<file path="src/sv/v4cidr_pkg.sv">
// ============================================================================
// v4cidr_pkg
// Shared widths, character codes, error codes and word types for the
// IPv4 CIDR text parser.
// ============================================================================
`default_nettype none

package v4cidr_pkg;

    localparam int CHAR_W      = 8;
    localparam int ADDR_W      = 32;
    localparam int MASK_W      = 8;
    localparam int ERR_W       = 3;
    localparam int VAL_W       = 9;
    localparam int CNT_W       = 3;
    localparam int OCTETS      = 4;
    localparam int OCTET_BITS  = 8;
    localparam int IN_TDATA_W  = 8;
    localparam int OUT_TDATA_W = 48;

    localparam logic [CHAR_W-1:0] CHAR_DOT   = 8'h2E;
    localparam logic [CHAR_W-1:0] CHAR_SLASH = 8'h2F;
    localparam logic [CHAR_W-1:0] CHAR_ZERO  = 8'h30;
    localparam logic [CHAR_W-1:0] CHAR_NINE  = 8'h39;

    localparam logic [MASK_W-1:0] DEFAULT_MASK = 8'd32;
    localparam logic [VAL_W-1:0]  VALUE_CAP    = 9'd256;
    localparam logic [VAL_W-1:0]  MAX_OCTET    = 9'd255;

    typedef enum logic [ERR_W-1:0] {
        ERR_NONE   = 3'd0,
        ERR_NUMBER = 3'd1,
        ERR_RANGE  = 3'd2,
        ERR_DOT    = 3'd3,
        ERR_SLASH  = 3'd4
    } err_t;

    typedef enum logic [1:0] {
        PH_OCTETS = 2'b01,
        PH_MASK   = 2'b10
    } phase_t;

    typedef struct packed {
        logic              last;
        logic [CHAR_W-1:0] ch;
    } item_t;

    typedef struct packed {
        err_t              error_code;
        logic [MASK_W-1:0] mask_length;
        logic [ADDR_W-1:0] address;
    } result_t;

endpackage

`default_nettype wire

</file>
<file path="src/sv/ipv4_cidr_text_parser.sv">
// A result word is registered: the input register feeds the parse logic,
// which loads the result register that drives m_*. Throughput: one character
// per cycle, sustained with m_tready held high.
// Reset: aresetn is synchronous, active low; it empties both registers and
// returns the parser to the start of a string.
// ============================================================================
// ipv4_cidr_text_parser
// Streams dotted-quad IPv4 text with an optional /mask and returns the
// address, mask length and first error for each string.
// ============================================================================
`default_nettype none

module ipv4_cidr_text_parser
    import v4cidr_pkg::*;
(
    input  wire logic                   aclk,
    input  wire logic                   aresetn,
    input  wire logic                   s_tvalid,
    output logic                        s_tready,
    input  wire logic [IN_TDATA_W-1:0]  s_tdata,   // [7:0] character
    input  wire logic                   s_tlast,   // last character of the string
    output logic                        m_tvalid,
    input  wire logic                   m_tready,
    output logic [OUT_TDATA_W-1:0]      m_tdata    // [31:0] address, [39:32] mask_length,
                                                   // [42:40] error_code, [47:43] zero
);

    logic    take;
    logic    item_valid;
    item_t   item;
    logic    out_ready;
    logic    res_valid;
    result_t res;

    v4cidr_in_reg u_in_reg (
        .aclk       (aclk),
        .aresetn    (aresetn),
        .s_tvalid   (s_tvalid),
        .s_tready   (s_tready),
        .s_tdata    (s_tdata),
        .s_tlast    (s_tlast),
        .take       (take),
        .item_valid (item_valid),
        .item       (item)
    );

    v4cidr_core u_core (
        .aclk       (aclk),
        .aresetn    (aresetn),
        .item_valid (item_valid),
        .item       (item),
        .out_ready  (out_ready),
        .take       (take),
        .res_valid  (res_valid),
        .res        (res)
    );

    v4cidr_out_reg u_out_reg (
        .aclk      (aclk),
        .aresetn   (aresetn),
        .res_valid (res_valid),
        .res       (res),
        .out_ready (out_ready),
        .m_tvalid  (m_tvalid),
        .m_tready  (m_tready),
        .m_tdata   (m_tdata)
    );

endmodule

`default_nettype wire

</file>
<file path="src/sv/v4cidr_in_reg.sv">
// ============================================================================
// v4cidr_in_reg
// Input register for text characters; refills in the cycle it is drained.
// ============================================================================
`default_nettype none

module v4cidr_in_reg
    import v4cidr_pkg::*;
(
    input  wire logic                  aclk,
    input  wire logic                  aresetn,
    input  wire logic                  s_tvalid,
    output logic                       s_tready,
    input  wire logic [IN_TDATA_W-1:0] s_tdata,   // [7:0] character
    input  wire logic                  s_tlast,   // last character of the string
    input  wire logic                  take,
    output logic                       item_valid,
    output item_t                      item
);

    logic  valid_reg;
    item_t item_reg;

    assign s_tready   = !valid_reg || take;
    assign item_valid = valid_reg;
    assign item       = item_reg;

    always_ff @(posedge aclk) begin
        if (!aresetn) begin
            valid_reg <= 1'b0;
        end else if (s_tready) begin
            valid_reg <= s_tvalid;
        end
    end

    always_ff @(posedge aclk) begin
        if (s_tvalid && s_tready) begin
            item_reg.ch   <= s_tdata[CHAR_W-1:0];
            item_reg.last <= s_tlast;
        end
    end

endmodule

`default_nettype wire

</file>
<file path="src/sv/v4cidr_core.sv">
// ============================================================================
// v4cidr_core
// Parser state and the per-character update; builds the result word on the
// last character and returns the state to its reset value.
// ============================================================================
`default_nettype none

module v4cidr_core
    import v4cidr_pkg::*;
(
    input  wire logic aclk,
    input  wire logic aresetn,
    input  wire logic item_valid,
    input  item_t     item,
    input  wire logic out_ready,
    output logic      take,
    output logic      res_valid,
    output result_t   res
);

    typedef struct packed {
        phase_t            phase;
        logic [CNT_W-1:0]  cnt;
        logic [VAL_W-1:0]  rv;
        logic              ds;
        logic [ADDR_W-1:0] acc;
        err_t              err;
    } state_t;

    localparam state_t STATE_RESET = '{
        phase: PH_OCTETS, cnt: '0, rv: '0, ds: 1'b0, acc: '0, err: ERR_NONE
    };

    // Ends the current octet: either flags an error or places the byte.
    function automatic state_t close_octet(input state_t s);
        state_t     r;
        logic [1:0] idx;
        r   = s;
        idx = s.cnt[1:0];
        if (!s.ds) begin
            r.err = ERR_NUMBER;
        end else if (s.rv > MAX_OCTET) begin
            r.err = ERR_RANGE;
        end else begin
            r.acc[idx*OCTET_BITS +: OCTET_BITS] =
                s.acc[idx*OCTET_BITS +: OCTET_BITS] | s.rv[OCTET_BITS-1:0];
            r.cnt = s.cnt + 3'd1;
            r.rv  = '0;
            r.ds  = 1'b0;
        end
        return r;
    endfunction

    state_t            st_reg;
    state_t            s1;
    state_t            s2;
    logic              is_digit;
    logic [3:0]        digit;
    logic [11:0]       prod;
    logic [MASK_W-1:0] mask;

    assign take      = item_valid && (!item.last || out_ready);
    assign res_valid = item_valid && item.last && out_ready;

    always_comb begin
        s1       = st_reg;
        digit    = item.ch[3:0];
        is_digit = (item.ch >= CHAR_ZERO) && (item.ch <= CHAR_NINE);
        prod     = ({3'b000, st_reg.rv} << 3) + ({3'b000, st_reg.rv} << 1)
                 + {8'h00, digit};

        if (st_reg.err == ERR_NONE) begin
            if (is_digit) begin
                s1.rv = (prod > {3'b000, VALUE_CAP}) ? VALUE_CAP : prod[VAL_W-1:0];
                s1.ds = 1'b1;
            end else if (st_reg.phase == PH_MASK) begin
                s1.err = ERR_NUMBER;
            end else begin
                s1 = close_octet(st_reg);
                if (s1.err == ERR_NONE) begin
                    if (s1.cnt < CNT_W'(OCTETS)) begin
                        if (item.ch != CHAR_DOT) s1.err = ERR_DOT;
                    end else if (item.ch != CHAR_SLASH) begin
                        s1.err = ERR_SLASH;
                    end else begin
                        s1.phase = PH_MASK;
                    end
                end
            end
        end

        // End-of-string checks; only the result uses them.
        s2   = s1;
        mask = '0;
        if (s1.err == ERR_NONE) begin
            if (s1.phase == PH_OCTETS) begin
                s2 = close_octet(s1);
                if (s2.err == ERR_NONE) begin
                    if (s2.cnt < CNT_W'(OCTETS)) s2.err = ERR_DOT;
                    else                         mask   = DEFAULT_MASK;
                end
            end else if (!s1.ds) begin
                s2.err = ERR_NUMBER;
            end else if (s1.rv > MAX_OCTET) begin
                s2.err = ERR_RANGE;
            end else begin
                mask = s1.rv[MASK_W-1:0];
            end
        end

        res.address     = s2.acc;
        res.mask_length = mask;
        res.error_code  = s2.err;
    end

    always_ff @(posedge aclk) begin
        if (!aresetn) begin
            st_reg <= STATE_RESET;
        end else if (take) begin
            st_reg <= item.last ? STATE_RESET : s1;
        end
    end

endmodule

`default_nettype wire

</file>
<file path="src/sv/v4cidr_out_reg.sv">
// ============================================================================
// v4cidr_out_reg
// Result register; takes a new word in the cycle the held one is read.
// ============================================================================
`default_nettype none

module v4cidr_out_reg
    import v4cidr_pkg::*;
(
    input  wire logic                   aclk,
    input  wire logic                   aresetn,
    input  wire logic                   res_valid,
    input  result_t                     res,
    output logic                        out_ready,
    output logic                        m_tvalid,
    input  wire logic                   m_tready,
    output logic [OUT_TDATA_W-1:0]      m_tdata  // [31:0] address, [39:32] mask_length,
                                                 // [42:40] error_code, [47:43] zero
);

    logic    valid_reg;
    result_t res_reg;

    assign out_ready = !valid_reg || m_tready;
    assign m_tvalid  = valid_reg;
    assign m_tdata   = {(OUT_TDATA_W - $bits(result_t))'(0), res_reg};

    always_ff @(posedge aclk) begin
        if (!aresetn) begin
            valid_reg <= 1'b0;
        end else if (out_ready) begin
            valid_reg <= res_valid;
        end
    end

    always_ff @(posedge aclk) begin
        if (res_valid && out_ready) begin
            res_reg <= res;
        end
    end

endmodule

`default_nettype wire

</file>
<file path="config.mk">
export PLATFORM = sky130hd
export DESIGN_NAME = ipv4_cidr_text_parser
export DESIGN_NICKNAME = d
export VERILOG_FILES = /design/src/sv/v4cidr_pkg.sv /design/src/sv/ipv4_cidr_text_parser.sv /design/src/sv/v4cidr_in_reg.sv /design/src/sv/v4cidr_core.sv /design/src/sv/v4cidr_out_reg.sv
export SDC_FILE = /design/constraint.sdc
export NUM_CORES = 1
export LEC_CHECK = 0
export BUFFER_PORTS_ARGS = -buffer_cell sky130_fd_sc_hd__clkbuf_2
export CAP_MARGIN = 0
export CORE_MARGIN = 2
export CORE_UTILIZATION = 40
export DETAILED_ROUTE_END_ITERATION = 16
export SLEW_MARGIN = 30
export SYNTH_ARGS = -nofsm -noshare
export SYNTH_HDL_FRONTEND = slang
export SYNTH_SLANG_ARGS = --single-unit
</file>
<file path="constraint.sdc">
create_clock -name aclk -period 10.9 [get_ports aclk]
set_clock_uncertainty 0.2 [all_clocks]
set_input_delay 2.725 -clock aclk [delete_from_list [all_inputs] [get_ports aclk]]
set_output_delay 2.725 -clock aclk [all_outputs]
set_load 0.05 [all_outputs]
</file>
---- After elaboration in Yosys (flattened, before gate mapping) ----
Index checks and enable logic that the tools add are counted.
word-level totals
  flip-flop bits (word level) ............. 104
  output and inout port bits .............. 50
  logic and storage cells ................. 99
cells by class
  add/subtract/negate cells ............... 6
  magnitude comparators ................... 7
  eq/ne operators ......................... 4
  shifts and indexed selects .............. 6
  mux-type cells .......................... 45
  bitwise gates (word level) .............. 2
  reduce and logical (&&, ||, !) cells .... 16
operators with widths
  operator                 number
  $mux 45                  9
  $mux 50                  2
  $mux 35                  2
  $neg 5->34               2
  $shift 8x34->32 const A  2
  $shiftx 8x34->32         2
  $bwmux 32                2
  $shiftx 32x6->8          2
  $mux 3                   17
  $mux 47                  1
  $mux 32                  1
  $mux 8                   4
  $gt 9x8->1 const B       2
  $ne 8x6->1 const B       2
  $or 8x8->8               2
  $add 12x10->12           1
  $add 12x4->12            1
  $gt 12x9->1 const B      1
  $logic_not 3->1          4
  $mux 10                  1
  $mux 9                   1
  $ge 8x6->1 const B       1
  $le 8x6->1 const B       1
  $add 3x1->3 const B      2
  9 further kinds          21

---- Logic depth before layout (Yosys ltp) ----
Gate-level depths: netlist of run 1.
  word-level depth ........................ 28
  depth in mapped cells ................... 13
  depth with buffers taken out ............ 12

---- By module ----
Synthesis of run 1 repeated with hierarchy kept, for this count alone.
unflattened totals
  cell total of the unflattened synthesis .. 704
  area total of the unflattened synthesis .. 6750.2 µm²
modules (own cells, without submodules)
  module          times used  cells an instance  area each (µm²)  sequential area each (µm²)
  v4cidr_core     1           636                5032.3           1001.0
  v4cidr_out_reg  1           54                 1390.1           1311.3
  v4cidr_in_reg   1           14                 327.8            290.3

---- Worst setup path after synthesis of run 1 ----
No wires, ideal clock.
  kind .................................... input port to output port
  start ................................... input m_tready
  end ..................................... output s_tready
  arrival time ............................ 3.427 ns
  required time ........................... 7.975 ns
  slack ................................... 4.548 ns
  stages .................................. 2
  cells stage by stage .................... nor2b_1 -> nand3_1
on the way
  word-level cells in the longest chain between the ends .. 4
ends and longest elaborated chain
  item               RTL line                     RTL
  from (decl)        ipv4_cidr_text_parser.sv:23  input wire logic m_tready,
  $logic_or 1x1->1   v4cidr_out_reg.sv:24         assign out_ready = !valid_reg || m_tready;
  $logic_or 1x1->1   v4cidr_core.sv:62            assign take = item_valid && (!item.last || out_ready);
  $logic_and 1x1->1  v4cidr_core.sv:62
  $logic_or 1x1->1   v4cidr_in_reg.sv:24          assign s_tready = !valid_reg || take;
  to (decl)          ipv4_cidr_text_parser.sv:19  output logic s_tready,
No other way between the ends.

---- Worst setup path after layout of run 1 ----
Ends and elaborated chain as after synthesis.

==> impl_metrics.env, run 1 <==
export IMPL_status="complete, no violations"
export IMPL_die_h_um=126
export IMPL_yosys_warnings=0
export IMPL_grt_pass1_vias=4823
export IMPL_start_kind="input pin"
export IMPL_n_antenna_cell=0
export IMPL_period_share_pct=60.7
export IMPL_startpoint="m_tready"
export IMPL_firstDrtPassIters=5
export IMPL_finalSetupViolations=0
export IMPL_grt_overflow=0
export IMPL_drive_gt1_share_pct=15.7
export IMPL_largest_reg_flops=50
export IMPL_multi_input_area_um2=3180
export IMPL_clock_sinks=104
export IMPL_cts_setup_buffers=0
export IMPL_cp_slowest_cell="nor2b_1"
export IMPL_ys_types=61
export IMPL_ys_ff_latch=104
export IMPL_rsz0062_at_grt="false"
export IMPL_tns_ns=0
export IMPL_wl_um=16400
export IMPL_min_period_ns=6.61
export IMPL_hp_start="u_core.st_reg[48]$_SDFFE_PN1P_"
export IMPL_tightest_slew_ns=0.897
export IMPL_synth_area_leader_cell="edfxtp_1"
export IMPL_dieArea_um2=15800
export IMPL_io_buffers=57
export IMPL_post_route_util_pct=46.2
export IMPL_hp_class="flop to flop"
export IMPL_async_reset_ff_share_pct=0
export IMPL_drtIter0Drc=634
export IMPL_yosysMostFrequentCell="a21oi_1"
export IMPL_syn_inst=641
export IMPL_cp_required_ns=7.98
export IMPL_synthesis_area_um2=5940
export IMPL_final_instance_count_excl_fill=880
export IMPL_end_kind="output port"
export IMPL_use_met1_pct=29.1
export IMPL_cp_arrival_ns=3.69
export IMPL_ir_drop_mv=0.0707
export IMPL_area_delta_synth_final_pct=13.2
export IMPL_synthTopCellsByCount="a21oi_1 (75), nand2_1 (62), o21ai_0 (61)"
export IMPL_p_per_area_nw_per_um2=119
export IMPL_critPathMaxFanout=6
export IMPL_synth_top_cell_area_share_pct=26.3
export IMPL_ys_flop_type="edfxtp_1"
export IMPL_grt_max_degree=49
export IMPL_layout_area_seq_um2=2600
export IMPL_ios=63
export IMPL_syn_avg_cell_area_um2=9.26
export IMPL_drv_slew=0
export IMPL_relSlewSlack_pct=40.1
export IMPL_finalHoldViolations=0
export IMPL_post_cts_resized=0
export IMPL_reg2reg_from="u_core.st_reg[36]$_SDFFE_PN0P_"
export IMPL_ctsHoldBuffers=0
export IMPL_post_drt_wl_per_cell_um=18.6
export IMPL_num_vias=5197
export IMPL_fp_dieW_um=126
export IMPL_filler_cell_count=1382
export IMPL_crit_path_max_incr_delay_ns=0.42
export IMPL_initial_core_util_pct=40.8
export IMPL_use_met3_pct=3.19
export IMPL_yosysSeqAreaShare_pct=43.8
export IMPL_place_hpwl_um=12000
export IMPL_htree_num_levels=3
export IMPL_crit_chain="clkbuf_2, nor2b_1, nand3_1, clkbuf_2"
export IMPL_cts_buffers=9
export IMPL_gp_congestion=0.895
export IMPL_busiest_layer="met2"
export IMPL_ant_nets=0
export IMPL_routed_via_density=5.91
export IMPL_synthTopCellsByArea="edfxtp_1 (26%), dfxtp_1 (18%), a22oi_1 (6.6%)"
export IMPL_insertion_delay_ns=0.35
export IMPL_remaining_drc_errors=0
export IMPL_gr_usage_met2_pct=32.6
export IMPL_cts_buffer_depth=2
export IMPL_max_clock_freq_ghz=0.151
export IMPL_crit_type="input pin to output port"
export IMPL_antenna_found_initial=0
export IMPL_cts_root_buffer_cell="clkbuf_16"
export IMPL_coreArea_um2=14500
export IMPL_crit_top_cell="clkbuf_2"
export IMPL_path_clk_slew_ns=0.08
export IMPL_cts_tree="done"
export IMPL_synth_edff_count=52
export IMPL_dp_cells=864
export IMPL_grt_first_pass_wirelength_um=26000
export IMPL_max_cap_viol_count=0
export IMPL_grtUsageTotal_pct=20.5
export IMPL_p_leak_nw=2.45
export IMPL_nNetsFinal=734
export IMPL_num_rows=44
-- metrics by stage --
step | setup WS (ns) | power, mW | instance area [µm²] | hold WS, ns
after floorplan | 4.55 | 0.464 | 5950 | 0.231
after global placement | 4.42 | 0.475 | 6380 | 0.240
after detailed placement | 4.38 | 0.477 | 6410 | 0.253
after CTS | 4.37 | 0.806 | 6720 | 0.271
after global routing | 4.26 | 0.828 | 6720 | 0.291
final | 4.29 | 0.802 | 6720 | 0.270
-- logic make-up after synthesis --
family	Yosys count	share of synthesized area, %
compound gates	239	25.1
xor+xnor	9	1.64
fa+ha+maj	30	6.58
buf+inv	41	3.18
flops	104	43.8
other cells	1	0.0632
simple gates	217	19.6
-- cells in the final DEF (no fill, tap or decap), drive strengths merged, types with 6 or more instances in the layout --
| master | count |
|---|---|
| a21oi | 77 |
| a22o | 6 |
| a22oi | 52 |
| and2 | 11 |
| and3 | 11 |
| buf | 7 |
| clkbuf | 66 |
| dfxtp | 52 |
| edfxtp | 52 |
| ha | 28 |
| inv | 14 |
| nand2 | 62 |
| nand2b | 10 |
| nand3 | 14 |
| nand4 | 6 |
| nor2 | 22 |
| nor2b | 45 |
| nor3 | 17 |
| o21ai | 74 |
| or2 | 6 |
-- path summary, 6_finish.rpt --
check	endpoint	slack, ns	depth (start not counted)
max	s_tready	4.29	4
min reg2reg	u_core.st_reg[48]$_SDFFE_PN1P_	0.27	1
min	u_core.st_reg[48]$_SDFFE_PN1P_	0.27	1
max reg2reg	u_out_reg.m_tdata[6]$_DFFE_PP_	6.52	13
-- final cells by class --
type	count	share of cell area (%)
timing repair buffer	64	5.32
sequential	104	38.7
clock inverter	7	1.19
multi-input combinational	500	47.3
tap	184	3.43
inverter	12	0.670
clock buffer	9	3.35
-- routing by layer --
layer  wire (µm)  vias to the layer above  part of all wire [%]
met5           0                        -                     0
met3        1140                       22                   6.9
met1        7390                     2491                    45
li1            -                     2473                     -
met4         260                        0                   1.6
met2        7570                      211                    46
-- where the power goes --
group / internal [mW] / switching, mW
Clock: 0.181 / 0.153
Sequential: 0.415 / 0.00386
Combinational: 0.0122 / 0.0373
Total: 0.608 / 0.194
-- worst max-delay path, delay by kind of cell --
family | cells | cell delay [ns]
buffers and inverters | 2 | 0.35
and+or+nand+nor | 2 | 0.60
Note: power is estimated with default switching activity, not from simulation.
==> run 2: changes to the inputs <==
Clock period 10.9 ns to 5.6 ns, I/O delays scaled along.
==> run 2 against run 1 <==
  * Register-to-register slack lost 5.1 ns
  * Via count up 1.2%
  * Power rose by 87%
  * Clock-buffer cell count stayed put
  * Routed wire length increased by 0.97%
  * Core utilization decreased by 0.22 points
  * Worst hold slack worse by 0.0073 ns
  * Setup slack worse by 2.9 ns
  * Final area down 0.47%
  * First-iteration DRC count grew 2.4%
  * Largest cell class unchanged
  * Largest power group unchanged
==> impl_metrics.env, run 2 (synthesis gave the netlist of run 1 again) <==
export IMPL_remaining_drc_errors=0
export IMPL_p_switching_uw=364
export IMPL_n_antenna_cell=0
export IMPL_initial_core_util_pct=40.8
export IMPL_p_leak_nw=2.43
export IMPL_area_delta_synth_final_pct=12.7
export IMPL_grtUsageTotal_pct=20.8
export IMPL_cts_tree="done"
export IMPL_end_kind="flop"
export IMPL_cp_num_buf_inv=3
export IMPL_p_seq_share_pct=54.5
export IMPL_layout_area_seq_um2=2600
export IMPL_cp_arrival_ns=4.10
export IMPL_gp_congestion=0.917
export IMPL_dp_cells=863
export IMPL_post_cts_resized=0
export IMPL_path_clk_slew_ns=0.07
export IMPL_finalHoldViolations=0
export IMPL_antenna_found_initial=0
export IMPL_final_common_cell="a21oi_1"
export IMPL_p_int_mw=1.13
export IMPL_firstDrtPassIters=7
export IMPL_min_period_ns=4.21
export IMPL_filler_cell_count=1424
export IMPL_max_cap_viol_count=0
export IMPL_period_share_pct=75.2
export IMPL_num_vias=5257
export IMPL_wl_um=16500
export IMPL_clock_power_share_pct=39.1
export IMPL_tightest_slew_ns=0.728
export IMPL_insertion_delay_ns=0.35
export IMPL_crit_type="flop to flop"
export IMPL_coreArea_um2=14500
export IMPL_crit_chain="inv_1, fa_1, inv_1, ha_1, nand3_1, a21oi_1, o211ai_1, a211oi_1, nor4_2, buf_4, a22oi_1, and3_1, o21ai_0"
export IMPL_max_clock_freq_ghz=0.238
export IMPL_p_per_area_nw_per_um2=224
export IMPL_dieArea_um2=15800
export IMPL_grt_overflow=0
export IMPL_ant_nets=0
export IMPL_critPathMaxFanout=8
export IMPL_htree_num_levels=3
export IMPL_io_buffers=57
export IMPL_p_comb_share_pct=6.5
export IMPL_clock_sinks=104
export IMPL_dpl_cell_area_um2=6410
export IMPL_p_total_mw=1.50
export IMPL_status="complete, no violations"
export IMPL_cts_setup_buffers=0
export IMPL_cts_root_buffer_cell="clkbuf_16"
export IMPL_tns_ns=0
export IMPL_nNetsFinal=733
export IMPL_place_hpwl_um=12100
export IMPL_cts_buffer_depth=2
export IMPL_final_instance_count_excl_fill=879
export IMPL_ios=63
export IMPL_grt_first_pass_wirelength_um=26500
export IMPL_fp_dieW_um=126
export IMPL_most_common_layout_cells="a21oi_1 (75), nand2_1 (62), o21ai_0 (61), clkbuf_2 (57)"
export IMPL_rsz0062_at_grt="false"
export IMPL_crit_top_cell="inv_1"
export IMPL_post_route_util_pct=46.0
export IMPL_cp_slowest_cell="a211oi_1"
export IMPL_drtIter0Drc=649
export IMPL_cts_buffers=9
export IMPL_drive_gt1_share_pct=15.8
export IMPL_relSlewSlack_pct=51.2
export IMPL_grt_max_degree=49
export IMPL_critPathTopFamily="compound AO/OA/AOI/OAI gates"
export IMPL_start_kind="flop"
export IMPL_ctsHoldBuffers=0
export IMPL_power_share_switching_pct=24.3
export IMPL_finalSetupViolations=0
export IMPL_grt_pass1_vias=4996
export IMPL_cp_required_ns=5.48
export IMPL_die_h_um=126
export IMPL_fin_area_um2=6690
export IMPL_largest_reg_flops=50
export IMPL_multi_input_area_um2=3190
export IMPL_routed_via_density=5.98
export IMPL_hp_class="flop to flop"
export IMPL_ir_drop_mv=0.136
export IMPL_num_rows=44
export IMPL_post_drt_wl_per_cell_um=18.8
export IMPL_drv_slew=0
export IMPL_crit_path_max_incr_delay_ns=0.62
export IMPL_r2r_slack_ns=1.39
run 2: per-stage QoR:
step	setup WS [ns]	hold WS [ns]
6_report	1.39	0.263
5_1_grt	1.15	0.295
4_1_cts	1.53	0.268
3_5_place_dp	1.56	0.251
3_3_place_gp	1.50	0.242
2_1_floorplan	1.65	0.231
run 2: layer usage:
layer  up-vias  track usage [%]  share of wire (%)
li1       2474                -                  -
met2       249             32.4                 45
met4         0             9.44                3.4
met5         -                0                  0
met1      2486             28.7                 43
met3        48             3.44                8.4
run 2: final cells by class:
class / count / area share, %
well taps: 184 / 3.44
repair buffers: 63 / 5.24
clock inverters: 7 / 0.692
flip-flops and latches: 104 / 38.9
multi-input cells: 500 / 47.7
clock buffers: 9 / 3.37
inverters: 12 / 0.673
run 2: worst paths after layout:
path                            depth (start not counted)                         endpoint                            from
worst max-delay path                                   13  u_out_reg.m_tdata[14]$_DFFE_PP_  u_core.st_reg[38]$_SDFFE_PN0P_
worst min-delay path                                    1   u_core.st_reg[48]$_SDFFE_PN1P_  u_core.st_reg[48]$_SDFFE_PN1P_
worst max register to register                         13  u_out_reg.m_tdata[14]$_DFFE_PP_  u_core.st_reg[38]$_SDFFE_PN0P_
worst min register to register                          1   u_core.st_reg[48]$_SDFFE_PN1P_  u_core.st_reg[48]$_SDFFE_PN1P_
run 2: power by group through the flow:
stage	Sequential (mW)	Clock, mW	Combinational [mW]
after detailed placement	0.833	0	0.0966
after CTS	0.815	0.594	0.0969
final	0.815	0.584	0.0969
after global routing	0.817	0.629	0.103
after global placement	0.832	0	0.0933
after floorplan	0.856	0	0.0486
